==> src/matrix_rotate_90_clockwise_defines.svh <==
// ------------------------------------------------------------------------
// Assertion macros for the matrix rotate block
// Shared concurrent assertion forms, clocked on clk, disabled in reset.
// ------------------------------------------------------------------------
`ifndef MATRIX_ROTATE_90_CLOCKWISE_DEFINES_SVH
`define MATRIX_ROTATE_90_CLOCKWISE_DEFINES_SVH

// same-cycle implication
`define ASSERT_IMP(label, ante, cons, msg) \
  label: assert property (@(posedge clk) disable iff (!rst_n) (ante) |-> (cons)) \
    else $error(msg);

// next-cycle implication
`define ASSERT_NXT(label, ante, cons, msg) \
  label: assert property (@(posedge clk) disable iff (!rst_n) (ante) |=> (cons)) \
    else $error(msg);

`endif

==> src/mr90_pkg.sv <==
// ------------------------------------------------------------------------
// mr90_pkg
// Sizes, state type and control structs shared by the rotate block.
// ------------------------------------------------------------------------
package mr90_pkg;

  localparam int MAX_DIM     = 8;
  localparam int STORE_DEPTH = MAX_DIM * MAX_DIM;
  localparam int DATA_W      = 32;
  localparam int SIZE_W      = 4;
  localparam int DIM_W       = $clog2(MAX_DIM + 1);
  localparam int IDX_W       = (MAX_DIM > 1) ? $clog2(MAX_DIM) : 1;
  localparam int ADDR_W      = (STORE_DEPTH > 1) ? $clog2(STORE_DEPTH) : 1;
  localparam int CNT_W       = 7;
  localparam int PADDR_W     = 3;

  localparam logic [SIZE_W-1:0] SIZE_RESET = SIZE_W'(MAX_DIM);
  localparam logic [0:0]        REG_MATRIX_SIZE = 1'b0;

  typedef enum logic {
    ST_LOAD,
    ST_DRAIN
  } state_t;

  typedef struct packed {
    logic load_accept;
    logic drain_start;
    logic issue;
  } ctrl_cmd_t;

  typedef struct packed {
    logic load_full;
    logic issue_last;
  } dp_status_t;

endpackage

==> src/mr90_ram.sv <==
// ------------------------------------------------------------------------
// mr90_ram
// Generic single-write, single-read RAM with registered read data.
// ------------------------------------------------------------------------
module mr90_ram #(
  parameter int WIDTH = 32,
  parameter int DEPTH = 64
) (
  input  logic                     clk,
  input  logic                     wr_en,
  input  logic [$clog2(DEPTH)-1:0] wr_addr,
  input  logic [WIDTH-1:0]         wr_data,
  input  logic                     rd_en,
  input  logic [$clog2(DEPTH)-1:0] rd_addr,
  output logic [WIDTH-1:0]         rd_data
);

  logic [WIDTH-1:0] mem [DEPTH];
  logic [WIDTH-1:0] rd_data_r;

  always_ff @(posedge clk) begin
    if (wr_en) begin
      mem[wr_addr] <= wr_data;
    end
    // hold read data when no read is issued
    if (rd_en) begin
      rd_data_r <= mem[rd_addr];
    end
  end

  assign rd_data = rd_data_r;

endmodule

==> src/mr90_ctrl.sv <==
// ------------------------------------------------------------------------
// mr90_ctrl
// Load/drain state machine and output beat valid.
// ------------------------------------------------------------------------
`include "matrix_rotate_90_clockwise_defines.svh"

module mr90_ctrl (
  input  logic               clk,
  input  logic               rst_n,
  input  logic               in_valid,
  output logic               in_ready,
  output logic               out_valid_o,
  input  logic               out_ready,
  input  mr90_pkg::dp_status_t status_i,
  output mr90_pkg::ctrl_cmd_t  cmd_o
);
  import mr90_pkg::*;

  state_t state_r, state_nxt;
  logic   out_valid_r, out_valid_nxt;

  always_ff @(posedge clk) begin
    if (!rst_n) begin
      state_r     <= ST_LOAD;
      out_valid_r <= 1'b0;
    end else begin
      state_r     <= state_nxt;
      out_valid_r <= out_valid_nxt;
    end
  end

  always_comb begin
    state_nxt = state_r;
    cmd_o     = '0;
    in_ready  = 1'b0;
    case (state_r)
      ST_LOAD: begin
        in_ready          = 1'b1;
        cmd_o.load_accept = in_valid;
        if (in_valid && status_i.load_full) begin
          cmd_o.drain_start = 1'b1;
          state_nxt         = ST_DRAIN;
        end
      end
      ST_DRAIN: begin
        // advance only when the output register is free or being taken
        cmd_o.issue = !out_valid_r || out_ready;
        if (cmd_o.issue && status_i.issue_last) begin
          state_nxt = ST_LOAD;
        end
      end
      default: begin
        state_nxt = ST_LOAD;
      end
    endcase

    if (cmd_o.issue) begin
      out_valid_nxt = 1'b1;
    end else if (out_ready) begin
      out_valid_nxt = 1'b0;
    end else begin
      out_valid_nxt = out_valid_r;
    end
  end

  assign out_valid_o = out_valid_r;

  `ASSERT_IMP(a_no_load_in_drain, state_r == ST_DRAIN, !cmd_o.load_accept, "load during drain")
  `ASSERT_NXT(a_start_enters_drain, cmd_o.drain_start, state_r == ST_DRAIN, "drain not entered")
  `ASSERT_NXT(a_issue_shows_beat, cmd_o.issue, out_valid_r, "issued read not shown")

endmodule

==> src/mr90_dp.sv <==
// ------------------------------------------------------------------------
// mr90_dp
// Load counter, rotation address walk, element store and last flag.
// ------------------------------------------------------------------------
`include "matrix_rotate_90_clockwise_defines.svh"

module mr90_dp (
  input  logic                         clk,
  input  logic                         rst_n,
  input  logic [mr90_pkg::DIM_W-1:0]   dim_i,
  input  logic signed [mr90_pkg::DATA_W-1:0] in_element_value,
  output logic signed [mr90_pkg::DATA_W-1:0] out_rotated_value,
  output logic                         out_last_of_matrix,
  input  mr90_pkg::ctrl_cmd_t          cmd_i,
  output mr90_pkg::dp_status_t         status_o
);
  import mr90_pkg::*;

  logic [CNT_W-1:0]  load_count_r, load_count_nxt;
  logic [CNT_W-1:0]  count_inc;
  logic [CNT_W-1:0]  total;
  logic [IDX_W-1:0]  nm1;
  logic [ADDR_W-1:0] start_addr;
  logic [IDX_W-1:0]  row_r, row_nxt;
  logic [IDX_W-1:0]  col_r, col_nxt;
  logic [ADDR_W-1:0] addr_r, addr_nxt;
  logic [ADDR_W-1:0] base_r, base_nxt;
  logic              last_r;
  logic              at_row_end;
  logic [DATA_W-1:0] rd_data;

  assign total      = CNT_W'(dim_i) * CNT_W'(dim_i);
  assign nm1        = IDX_W'(dim_i - DIM_W'(1));
  assign start_addr = ADDR_W'(total - CNT_W'(dim_i));
  assign count_inc  = load_count_r + CNT_W'(1);
  assign at_row_end = (col_r == nm1);

  assign status_o.load_full  = (count_inc >= total);
  assign status_o.issue_last = at_row_end && (row_r == nm1);

  always_comb begin
    load_count_nxt = load_count_r;
    if (cmd_i.load_accept) begin
      load_count_nxt = status_o.load_full ? '0 : count_inc;
    end
  end

  always_ff @(posedge clk) begin
    if (!rst_n) begin
      load_count_r <= '0;
    end else begin
      load_count_r <= load_count_nxt;
    end
  end

  // walk up each source column: step back by N, then move to the next column
  always_comb begin
    row_nxt  = row_r;
    col_nxt  = col_r;
    addr_nxt = addr_r;
    base_nxt = base_r;
    if (cmd_i.drain_start) begin
      row_nxt  = '0;
      col_nxt  = '0;
      addr_nxt = start_addr;
      base_nxt = start_addr;
    end else if (cmd_i.issue) begin
      if (at_row_end) begin
        row_nxt  = row_r + IDX_W'(1);
        col_nxt  = '0;
        addr_nxt = base_r + ADDR_W'(1);
        base_nxt = base_r + ADDR_W'(1);
      end else begin
        col_nxt  = col_r + IDX_W'(1);
        addr_nxt = addr_r - ADDR_W'(dim_i);
      end
    end
  end

  always_ff @(posedge clk) begin
    row_r  <= row_nxt;
    col_r  <= col_nxt;
    addr_r <= addr_nxt;
    base_r <= base_nxt;
    if (cmd_i.issue) begin
      last_r <= status_o.issue_last;
    end
  end

  mr90_ram #(
    .WIDTH (DATA_W),
    .DEPTH (STORE_DEPTH)
  ) u_store (
    .clk     (clk),
    .wr_en   (cmd_i.load_accept),
    .wr_addr (load_count_r[ADDR_W-1:0]),
    .wr_data (in_element_value),
    .rd_en   (cmd_i.issue),
    .rd_addr (addr_r),
    .rd_data (rd_data)
  );

  assign out_rotated_value  = rd_data;
  assign out_last_of_matrix = last_r;

  `ASSERT_IMP(a_count_in_store, 1'b1, load_count_r < CNT_W'(STORE_DEPTH), "load count overran")
  `ASSERT_IMP(a_walk_in_range, cmd_i.issue, (col_r <= nm1) && (row_r <= nm1), "walk out of range")

endmodule

==> src/matrix_rotate_90_clockwise.sv <==
// ------------------------------------------------------------------------
// matrix_rotate_90_clockwise
// Loads an N x N matrix in row-major order and streams it out rotated
// 90 degrees clockwise: out[r][c] = in[N-1-c][r].
// ------------------------------------------------------------------------
// Usage:
//   Input beats (in_valid/in_ready) carry one element each, row-major.
//   in_ready is high while loading, so an element is taken whenever offered.
//   After the N*N-th element the block drains: in_ready drops and the
//   rotated matrix leaves on out_valid/out_ready, one beat per cycle while
//   the receiver takes them, with out_last_of_matrix set on the final beat.
//   out_valid rises once the controller has entered the drain state and
//   issued the first store read, both registered; loading and draining of a
//   matrix alternate, set by the load/drain state machine, so no element is
//   taken while a matrix drains.
//   A stalled receiver holds the output register and pauses the drain.
//   Loading of the next matrix resumes once the final read is issued,
//   even while the final beat still waits to be taken.
//   matrix_size (APB byte address 0) sets N; 0 acts as 1, values above 8
//   act as 8. Write it only while idle. Reset sets N to 8 and clears the
//   load counter; the store needs no clearing pass.
// ------------------------------------------------------------------------
module matrix_rotate_90_clockwise (
  input  logic                                clk,
  input  logic                                rst_n,
  input  logic                                in_valid,
  output logic                                in_ready,
  input  logic signed [mr90_pkg::DATA_W-1:0]  in_element_value,
  output logic                                out_valid,
  input  logic                                out_ready,
  output logic signed [mr90_pkg::DATA_W-1:0]  out_rotated_value,
  output logic                                out_last_of_matrix,
  input  logic                                cfg_psel,
  input  logic                                cfg_penable,
  input  logic                                cfg_pwrite,
  input  logic [mr90_pkg::PADDR_W-1:0]        cfg_paddr,
  input  logic [31:0]                         cfg_pwdata,
  output logic [31:0]                         cfg_prdata,
  output logic                                cfg_pready
);
  import mr90_pkg::*;

  logic [SIZE_W-1:0] size_r, size_nxt;
  logic [DIM_W-1:0]  dim;
  logic              reg_hit;
  ctrl_cmd_t         cmd;
  dp_status_t        status;

  assign cfg_pready = 1'b1;
  assign reg_hit    = (cfg_paddr[PADDR_W-1:2] == REG_MATRIX_SIZE);

  always_comb begin
    size_nxt = size_r;
    if (cfg_psel && cfg_penable && cfg_pwrite && reg_hit) begin
      size_nxt = cfg_pwdata[SIZE_W-1:0];
    end
  end

  always_ff @(posedge clk) begin
    if (!rst_n) begin
      size_r <= SIZE_RESET;
    end else begin
      size_r <= size_nxt;
    end
  end

  assign cfg_prdata = reg_hit ? {{(32-SIZE_W){1'b0}}, size_r} : '0;

  // clamp the side length into 1..MAX_DIM
  always_comb begin
    if (size_r == '0) begin
      dim = DIM_W'(1);
    end else if (size_r > SIZE_W'(MAX_DIM)) begin
      dim = DIM_W'(MAX_DIM);
    end else begin
      dim = DIM_W'(size_r);
    end
  end

  mr90_ctrl u_ctrl (
    .clk         (clk),
    .rst_n       (rst_n),
    .in_valid    (in_valid),
    .in_ready    (in_ready),
    .out_valid_o (out_valid),
    .out_ready   (out_ready),
    .status_i    (status),
    .cmd_o       (cmd)
  );

  mr90_dp u_dp (
    .clk                (clk),
    .rst_n              (rst_n),
    .dim_i              (dim),
    .in_element_value   (in_element_value),
    .out_rotated_value  (out_rotated_value),
    .out_last_of_matrix (out_last_of_matrix),
    .cmd_i              (cmd),
    .status_o           (status)
  );

endmodule

==> config.mk <==
export PLATFORM = sky130hd
export DESIGN_NAME = matrix_rotate_90_clockwise
export DESIGN_NICKNAME = d
export VERILOG_FILES = /design/src/mr90_pkg.sv /design/src/mr90_ram.sv /design/src/mr90_ctrl.sv /design/src/mr90_dp.sv /design/src/matrix_rotate_90_clockwise.sv
export VERILOG_INCLUDE_DIRS = /design/src /design/src/src
export SDC_FILE = /design/constraint.sdc
export NUM_CORES = 2
export LEC_CHECK = 0
export BUFFER_PORTS_ARGS = -buffer_cell sky130_fd_sc_hd__buf_4
export CAP_MARGIN = 20
export CORE_MARGIN = 1.5
export CORE_UTILIZATION = 45
export CTS_BUF_LIST = sky130_fd_sc_hd__clkbuf_16
export DETAILED_ROUTE_END_ITERATION = 7
export SYNTH_ARGS = -nofsm -noshare
export SYNTH_HDL_FRONTEND = slang
export SYNTH_SLANG_ARGS = --single-unit
==> constraint.sdc <==
create_clock -name clk -period 5.1 [get_ports clk]
set_clock_uncertainty 0.05 [all_clocks]
set_input_delay 0 -clock clk [delete_from_list [all_inputs] [get_ports clk]]
set_output_delay 0 -clock clk [all_outputs]
set_load 0.03 [all_outputs]
Yosys cells after proc, flatten, opt, wreduce, memory -nomap -nowiden:

Memory sizes are Yosys's and may differ from the RTL's. A register that Yosys moved wholly into a read port is not among the register bits.
Cells that the tools add are included.

* $add $sub $neg: 7
* multipliers: 1
* magnitude comparators: 2
* equality and inequality tests: 2
* muxes and demuxes: 21
* bitwise operators: 2
* reductions and logical operators: 14

Operators by type and width (count)
* $mux W6: 6
* $mux W4: 3
* $sub A6 B4 Y6: 2
* $mux W1: 8
* $add A7 B1 Y7 const B: 1
* $ge A7 B7 Y1: 1
* $mul A4 B4 Y7: 1
* $mux W7: 1
* $add A3 B1 Y3 const B: 2
* $add A6 B1 Y6 const B: 1
* $eq A3 B3 Y1: 2
* $logic_and A1 B1 Y1: 6
* $reduce_bool A2 Y1: 3
* $gt A4 B4 Y1 const B: 1
* $logic_not A4 Y1: 1
* $reduce_and A2 Y1: 2
* $mux W3: 1
* $sub A3 B1 Y3 const B: 1
* $mux W2: 1
* $not A1 Y1: 2
* $pmux W1 S2: 1
* $logic_not A1 Y1: 1
* $logic_or A1 B1 Y1: 1

* flip-flop bits (word level): 32
* memory bits (writable): 2048
* input bits: 74
* output and inout bits: 68
* logic and storage cells: 59
* memories kept: 1

Memory list
* u_dp.u_store.mem: words 64, width 32, read ports 1, clocked after Yosys merged registers in 1, wr ports 1, line mr90_ram.sv:18 `logic [WIDTH-1:0] mem [DEPTH];`

Logic depth before layout (Yosys ltp):

* depth after elaboration: 10
* depth in mapped cells: 14
* mapped depth without buffers: 13

By module:

From an unflattened synthesis, not the netlist that was laid out.

* cells, all modules: 3606
* area total of the unflattened synthesis: 81390.6 um^2

Modules (own cells, without submodules)
* mr90_ram: instances 1, cells each 3324, area each 78835.6 um^2, seq. area each 62459.9 um^2
* mr90_dp: instances 1, cells each 212, area each 1979.4 um^2, seq. area each 650.6 um^2
* matrix_rotate_90_clockwise: instances 1, cells each 58, area each 466.7 um^2, seq. area each 80.1 um^2
* mr90_ctrl: instances 1, cells each 12, area each 108.9 um^2, seq. area each 40.0 um^2

Worst setup path after synthesis:

Ideal clock, no wire load.

* path kind: register to register
* start point: register u_ctrl.state_r
* end point: memory u_dp.u_store.mem[32][0] (enable)
* setup time: 461 ps
* data arrival time: 3304 ps
* required time: 4589 ps
* slack: 1285 ps
* cell stages (with the launch flop): 6
* path buffers: 1
* clock period less this slack: 3815 ps
* cell sequence: dfxtp_1 > nor2b_1 > buf_1 > and3_1 > nand2b_1 > nor3_1

* cells in the longest elaborated chain, start to end: 3

RTL lines
* start: declaration: line mr90_ctrl.sv:19 `state_t state_r, state_nxt;`
* start signal: assignment: line mr90_ctrl.sv:27 `state_r <= state_nxt;`
* $mux W2: line mr90_ctrl.sv:36 `case (state_r)`
* $mux W1: line mr90_ram.sv:22 `if (wr_en) begin`
* $mux W1 (implied by the code): line mr90_ram.sv:23 `mem[wr_addr] <= wr_data;`
* end: declaration: line mr90_ram.sv:18

Every way passes these cells.

Worst setup path after layout:

* start point: register size_r[3]
* end point: register u_ctrl.state_r

* cells in the longest elaborated chain, start to end: 9
* elaborated cells on any way between the ends: 15
* those cells by class: add/sub: 1; mul: 1; order compare: 2; eq/ne: 2; mux: 5; reduce/logical: 4

RTL lines
* start: declaration: line matrix_rotate_90_clockwise.sv:43 `logic [SIZE_W-1:0] size_r, size_nxt;`
* start signal: assignment: line matrix_rotate_90_clockwise.sv:63 `size_r <= size_nxt;`
* $gt A4 B4 Y1: line matrix_rotate_90_clockwise.sv:73 `end else if (size_r > SIZE_W'(MAX_DIM)) begin`
* $mux W4: line matrix_rotate_90_clockwise.sv:73
* $mux W4 (*): line matrix_rotate_90_clockwise.sv:71 `if (size_r == '0) begin`
* parallel branches: the longest is 5 deep, another holds $mul A4 B4 Y7
* $pmux W1 S2 (*): line mr90_ctrl.sv:36

Every way passes the cells marked *.
A chain may end at the register's enable or synchronous reset.

==> impl_metrics.toml <==
[die]
start_util_pct = 45.4
core_area_sq_um = 179000
dieArea_sq_um = 183000
num_rows = 155
die_x_um = 428
die_h_um = 428
ios = 142

[setup_path]
crit_family = "buffers and inverters"
startpoint_type = "register"
crit_required_ns = 5.83
cp_cell_sequence = "inv_1 -> nand2_1 -> inv_1 -> and2_1 -> ha_1 -> ha_1 -> a21oi_1 -> xnor2_1 -> inv_1 -> ha_1 -> o2111ai_1 -> a31oi_2 -> buf_4 -> o21a_1 -> dlygate4sd3_1"
cp_max_fo = 21
timing.rr.end = "u_ctrl.state_r$_SDFF_PN0_"
crit_arrival_ns = 5.07
crit_slowest_cell = "dlygate4sd3_1"
cpPeakStageDelay_ns = 0.55
timing.rr.start = "size_r[3]$_SDFFE_PN1P_"
critPathKind = "register to register"
reg2reg_slack_ns = 0.76
worst-path-buf-inv = 5
setup.worst_path.end_class = "register"
rr_worst_depth = 15

[min_path]
hold_start = "in_element_value[11]"
holdPathEnd = "u_dp.u_store.mem[37][11]$_DFFE_PP_"
hold_path_depth = 2
hold_path_class = "primary input to register"

[yosys]
yosysSeqAreaShare_pct = 77.8
synth.distinct_cells = 63
postSynthRegisterBits = 2112
synthFlopType = "edfxtp_1"
synth_area_per_cell_sq_um = 22.2
synth_warnings = 0
async_reset_ff_share_pct = 0
syn_area_sq_um = 81300
netlist_instances = 3658
synth_edf_count = 2093

[grt]
antenna_found_initial = 10
grt_pass1_wl_um = 293000
grt_max_degree = 109
grt_overflow_total = 0
grt_usage_pct = 22.5
grt_pass1_vias = 39612

[placed_design]
dp_hpwl_um = 119000
pre_cts_ws_ns = 0.858
gp_congestion = 0.774
dp.cells = 6063
io_buffers = 82
dpl-instance-area_sq_um = 85600

[clock_network]
cts_buffers = 208
cts_max_level = 4
cts_resized = 0
cts_tree = "yes"
root_buffer = "clkbuf_16"
cts_buffer_depth = 3
clock-sinks = 2112
clk_latency_ns = 0.84
clk_pin_slew_ns = 0.07

[sta]
rsz0062_at_grt = "false"
drv_slew = 0
fin_hold_ws_ns = 0.210
hold_violations = 0
max_freq_ghz = 0.230
worst_pin_slew_ns = 1.13
layout_setup_ws_ns = 0.755
finalCritPeriodShare_pct = 85.2
slew_headroom_pct = 24.2
setup_viol = 0
tns_ns = 0
layout_min_cycle_time_ns = 4.34

[finish]
finalInstanceArea_sq_um = 92700
fin_cells = 6495
nFillCells = 13935
post-route-util_pct = 51.8
final_cell_mix = "edfxtp_1, mux4_2, clkbuf_16"
drive_gt1_share_pct = 27.5
final_common_cell = "edfxtp_1"
finish.net_count = 4073
synthToLayoutAreaGrowth_pct = 14.0

[route]
routed_wl_um = 206000
ant_nets = 0
first_pass_iters = 5
vias_per_cell = 6.03
vias = 39139
drt_iter0_markers = 5094
post_drt_wl_per_cell_um = 31.7
drc = 0

[power_and_ir_drop]
p_leak_nw = 29.3
power.density_nw_per_um2 = 372
fin_total_pwr_mw = 34.5
irDropWorstVdd_v = 0.000303

[outcome]
status = "complete, no violations"

[run]
drv_cap = 0
-- routing by layer --
layer  track usage [%]  up-vias  routed length [um]
met5                 0        -                  19
met3              3.48      273               15400
met4              6.14        2                5150
met2              35.3     1625               97400
li1                  -    16026                   -
met1              33.0    21213               88000
-- area by class of cell --
type                    instances  area [sq um]  area share, %
flip-flops and latches       2112         63200           68.2
multi-input cells            1344         17400           18.7
clock buffers                 210          5260           5.67
well taps                    2355          2950           3.18
repair buffers                285          2560           2.76
clock inverters               165          1240           1.34
inverters                      21          78.8         0.0850
diodes                          3          7.51        0.00810
-- Yosys cell counts, drive strengths merged (2+ instances only) --
library cell	number	area share (%)
buf	134	1.1
nor3b	9	0.083
ha	24	0.37
dfxtp	19	0.47
o22ai	98	0.75
xor2	15	0.16
nand3	18	0.11
mux2	24	0.33
xnor2	18	0.19
a22o	19	0.20
nor2b	15	0.12
o21ai	11	0.068
a22oi	20	0.18
a21o	5	0.046
a211oi	6	0.055
o21a	2	0.018
a21boi	2	0.018
edfxtp	2093	77
or3	4	0.031
nor2	171	0.79
o221ai	12	0.13
fa	3	0.074
a31oi	15	0.12
mux2i	50	0.62
nand3b	2	0.018
nand2b	7	0.054
and3	3	0.023
mux4	520	14
a221o	5	0.062
a221oi	30	0.32
conb	2	0.0092
clkbuf	76	0.36
nor3	17	0.10
and2	4	0.031
or4	9	0.083
nand4	2	0.015
nand2	118	0.54
a311oi	5	0.054
or2	3	0.023
inv	21	0.097
a21oi	33	0.20
-- state kept, by name, summed over array words and instances (netlist names) --
signal and count:
u_dp.row_r 3, u_dp.base_r 6, u_ctrl.out_valid_o 1, u_ctrl.state_r 1
u_dp.u_store.rd_data 32, u_dp.load_count_r 7, u_dp.out_last_of_matrix 1, u_dp.col_r 3
size_r 4, u_dp.addr_r 6, u_dp.u_store.mem 2048
-- how the worst max path moves through the flow --
| stage | cells after the start | from | slack, ns | to |
|---|---|---|---|---|
| after global routing | 15 | size_r[3]$_SDFFE_PN1P_ | 0.37 | u_ctrl.state_r$_SDFF_PN0_ |
| after floorplan | 5 | u_ctrl.state_r$_SDFF_PN0_ | 1.28 | u_dp.u_store.mem[32][0]$_DFFE_PP_ |
| final | 15 | size_r[3]$_SDFFE_PN1P_ | 0.76 | u_ctrl.state_r$_SDFF_PN0_ |
| after global placement | 14 | size_r[3]$_SDFFE_PN1P_ | 0.89 | u_dp.base_r[1]$_DFFE_PP_ |
| after detailed placement | 14 | size_r[3]$_SDFFE_PN1P_ | 0.86 | u_dp.base_r[2]$_DFFE_PP_ |
| after CTS | 15 | size_r[3]$_SDFFE_PN1P_ | 0.69 | u_ctrl.state_r$_SDFF_PN0_ |
-- logic make-up (layout without fill, tap and decap cells) --
kind of cell / after synthesis / after routing / synth area share (%)
multiplexers: 594 / 594 / 15.4
buffers and inverters: 231 / 681 / 1.60
AO/OA/AOI/OAI: 269 / 269 / 2.31
flip-flops: 2112 / 2112 / 77.8
XOR/XNOR: 34 / 34 / 0.383
other: 2 / 34 / 0.00924
adder cells (fa/ha/maj): 27 / 27 / 0.443
AND/OR/NAND/NOR: 389 / 389 / 2.11
-- where the power goes --
part	internal [mW]	switching, mW	leakage [nW]
Sequential	19.1	0.0282	19.0
Combinational	0.160	0.483	6.94
Clock	8.25	6.46	3.34
-- what timing repair did --
| action | CTS | global route |
|---|---|---|
| setup buffers | 0 | 0 |
| endpoints found under the hold margin | 2069 | 0 |
| setup endpoints to repair | 0 | 0 |
| hold buffers | 54 | 0 |
Power figures use the tool's default switching activity.
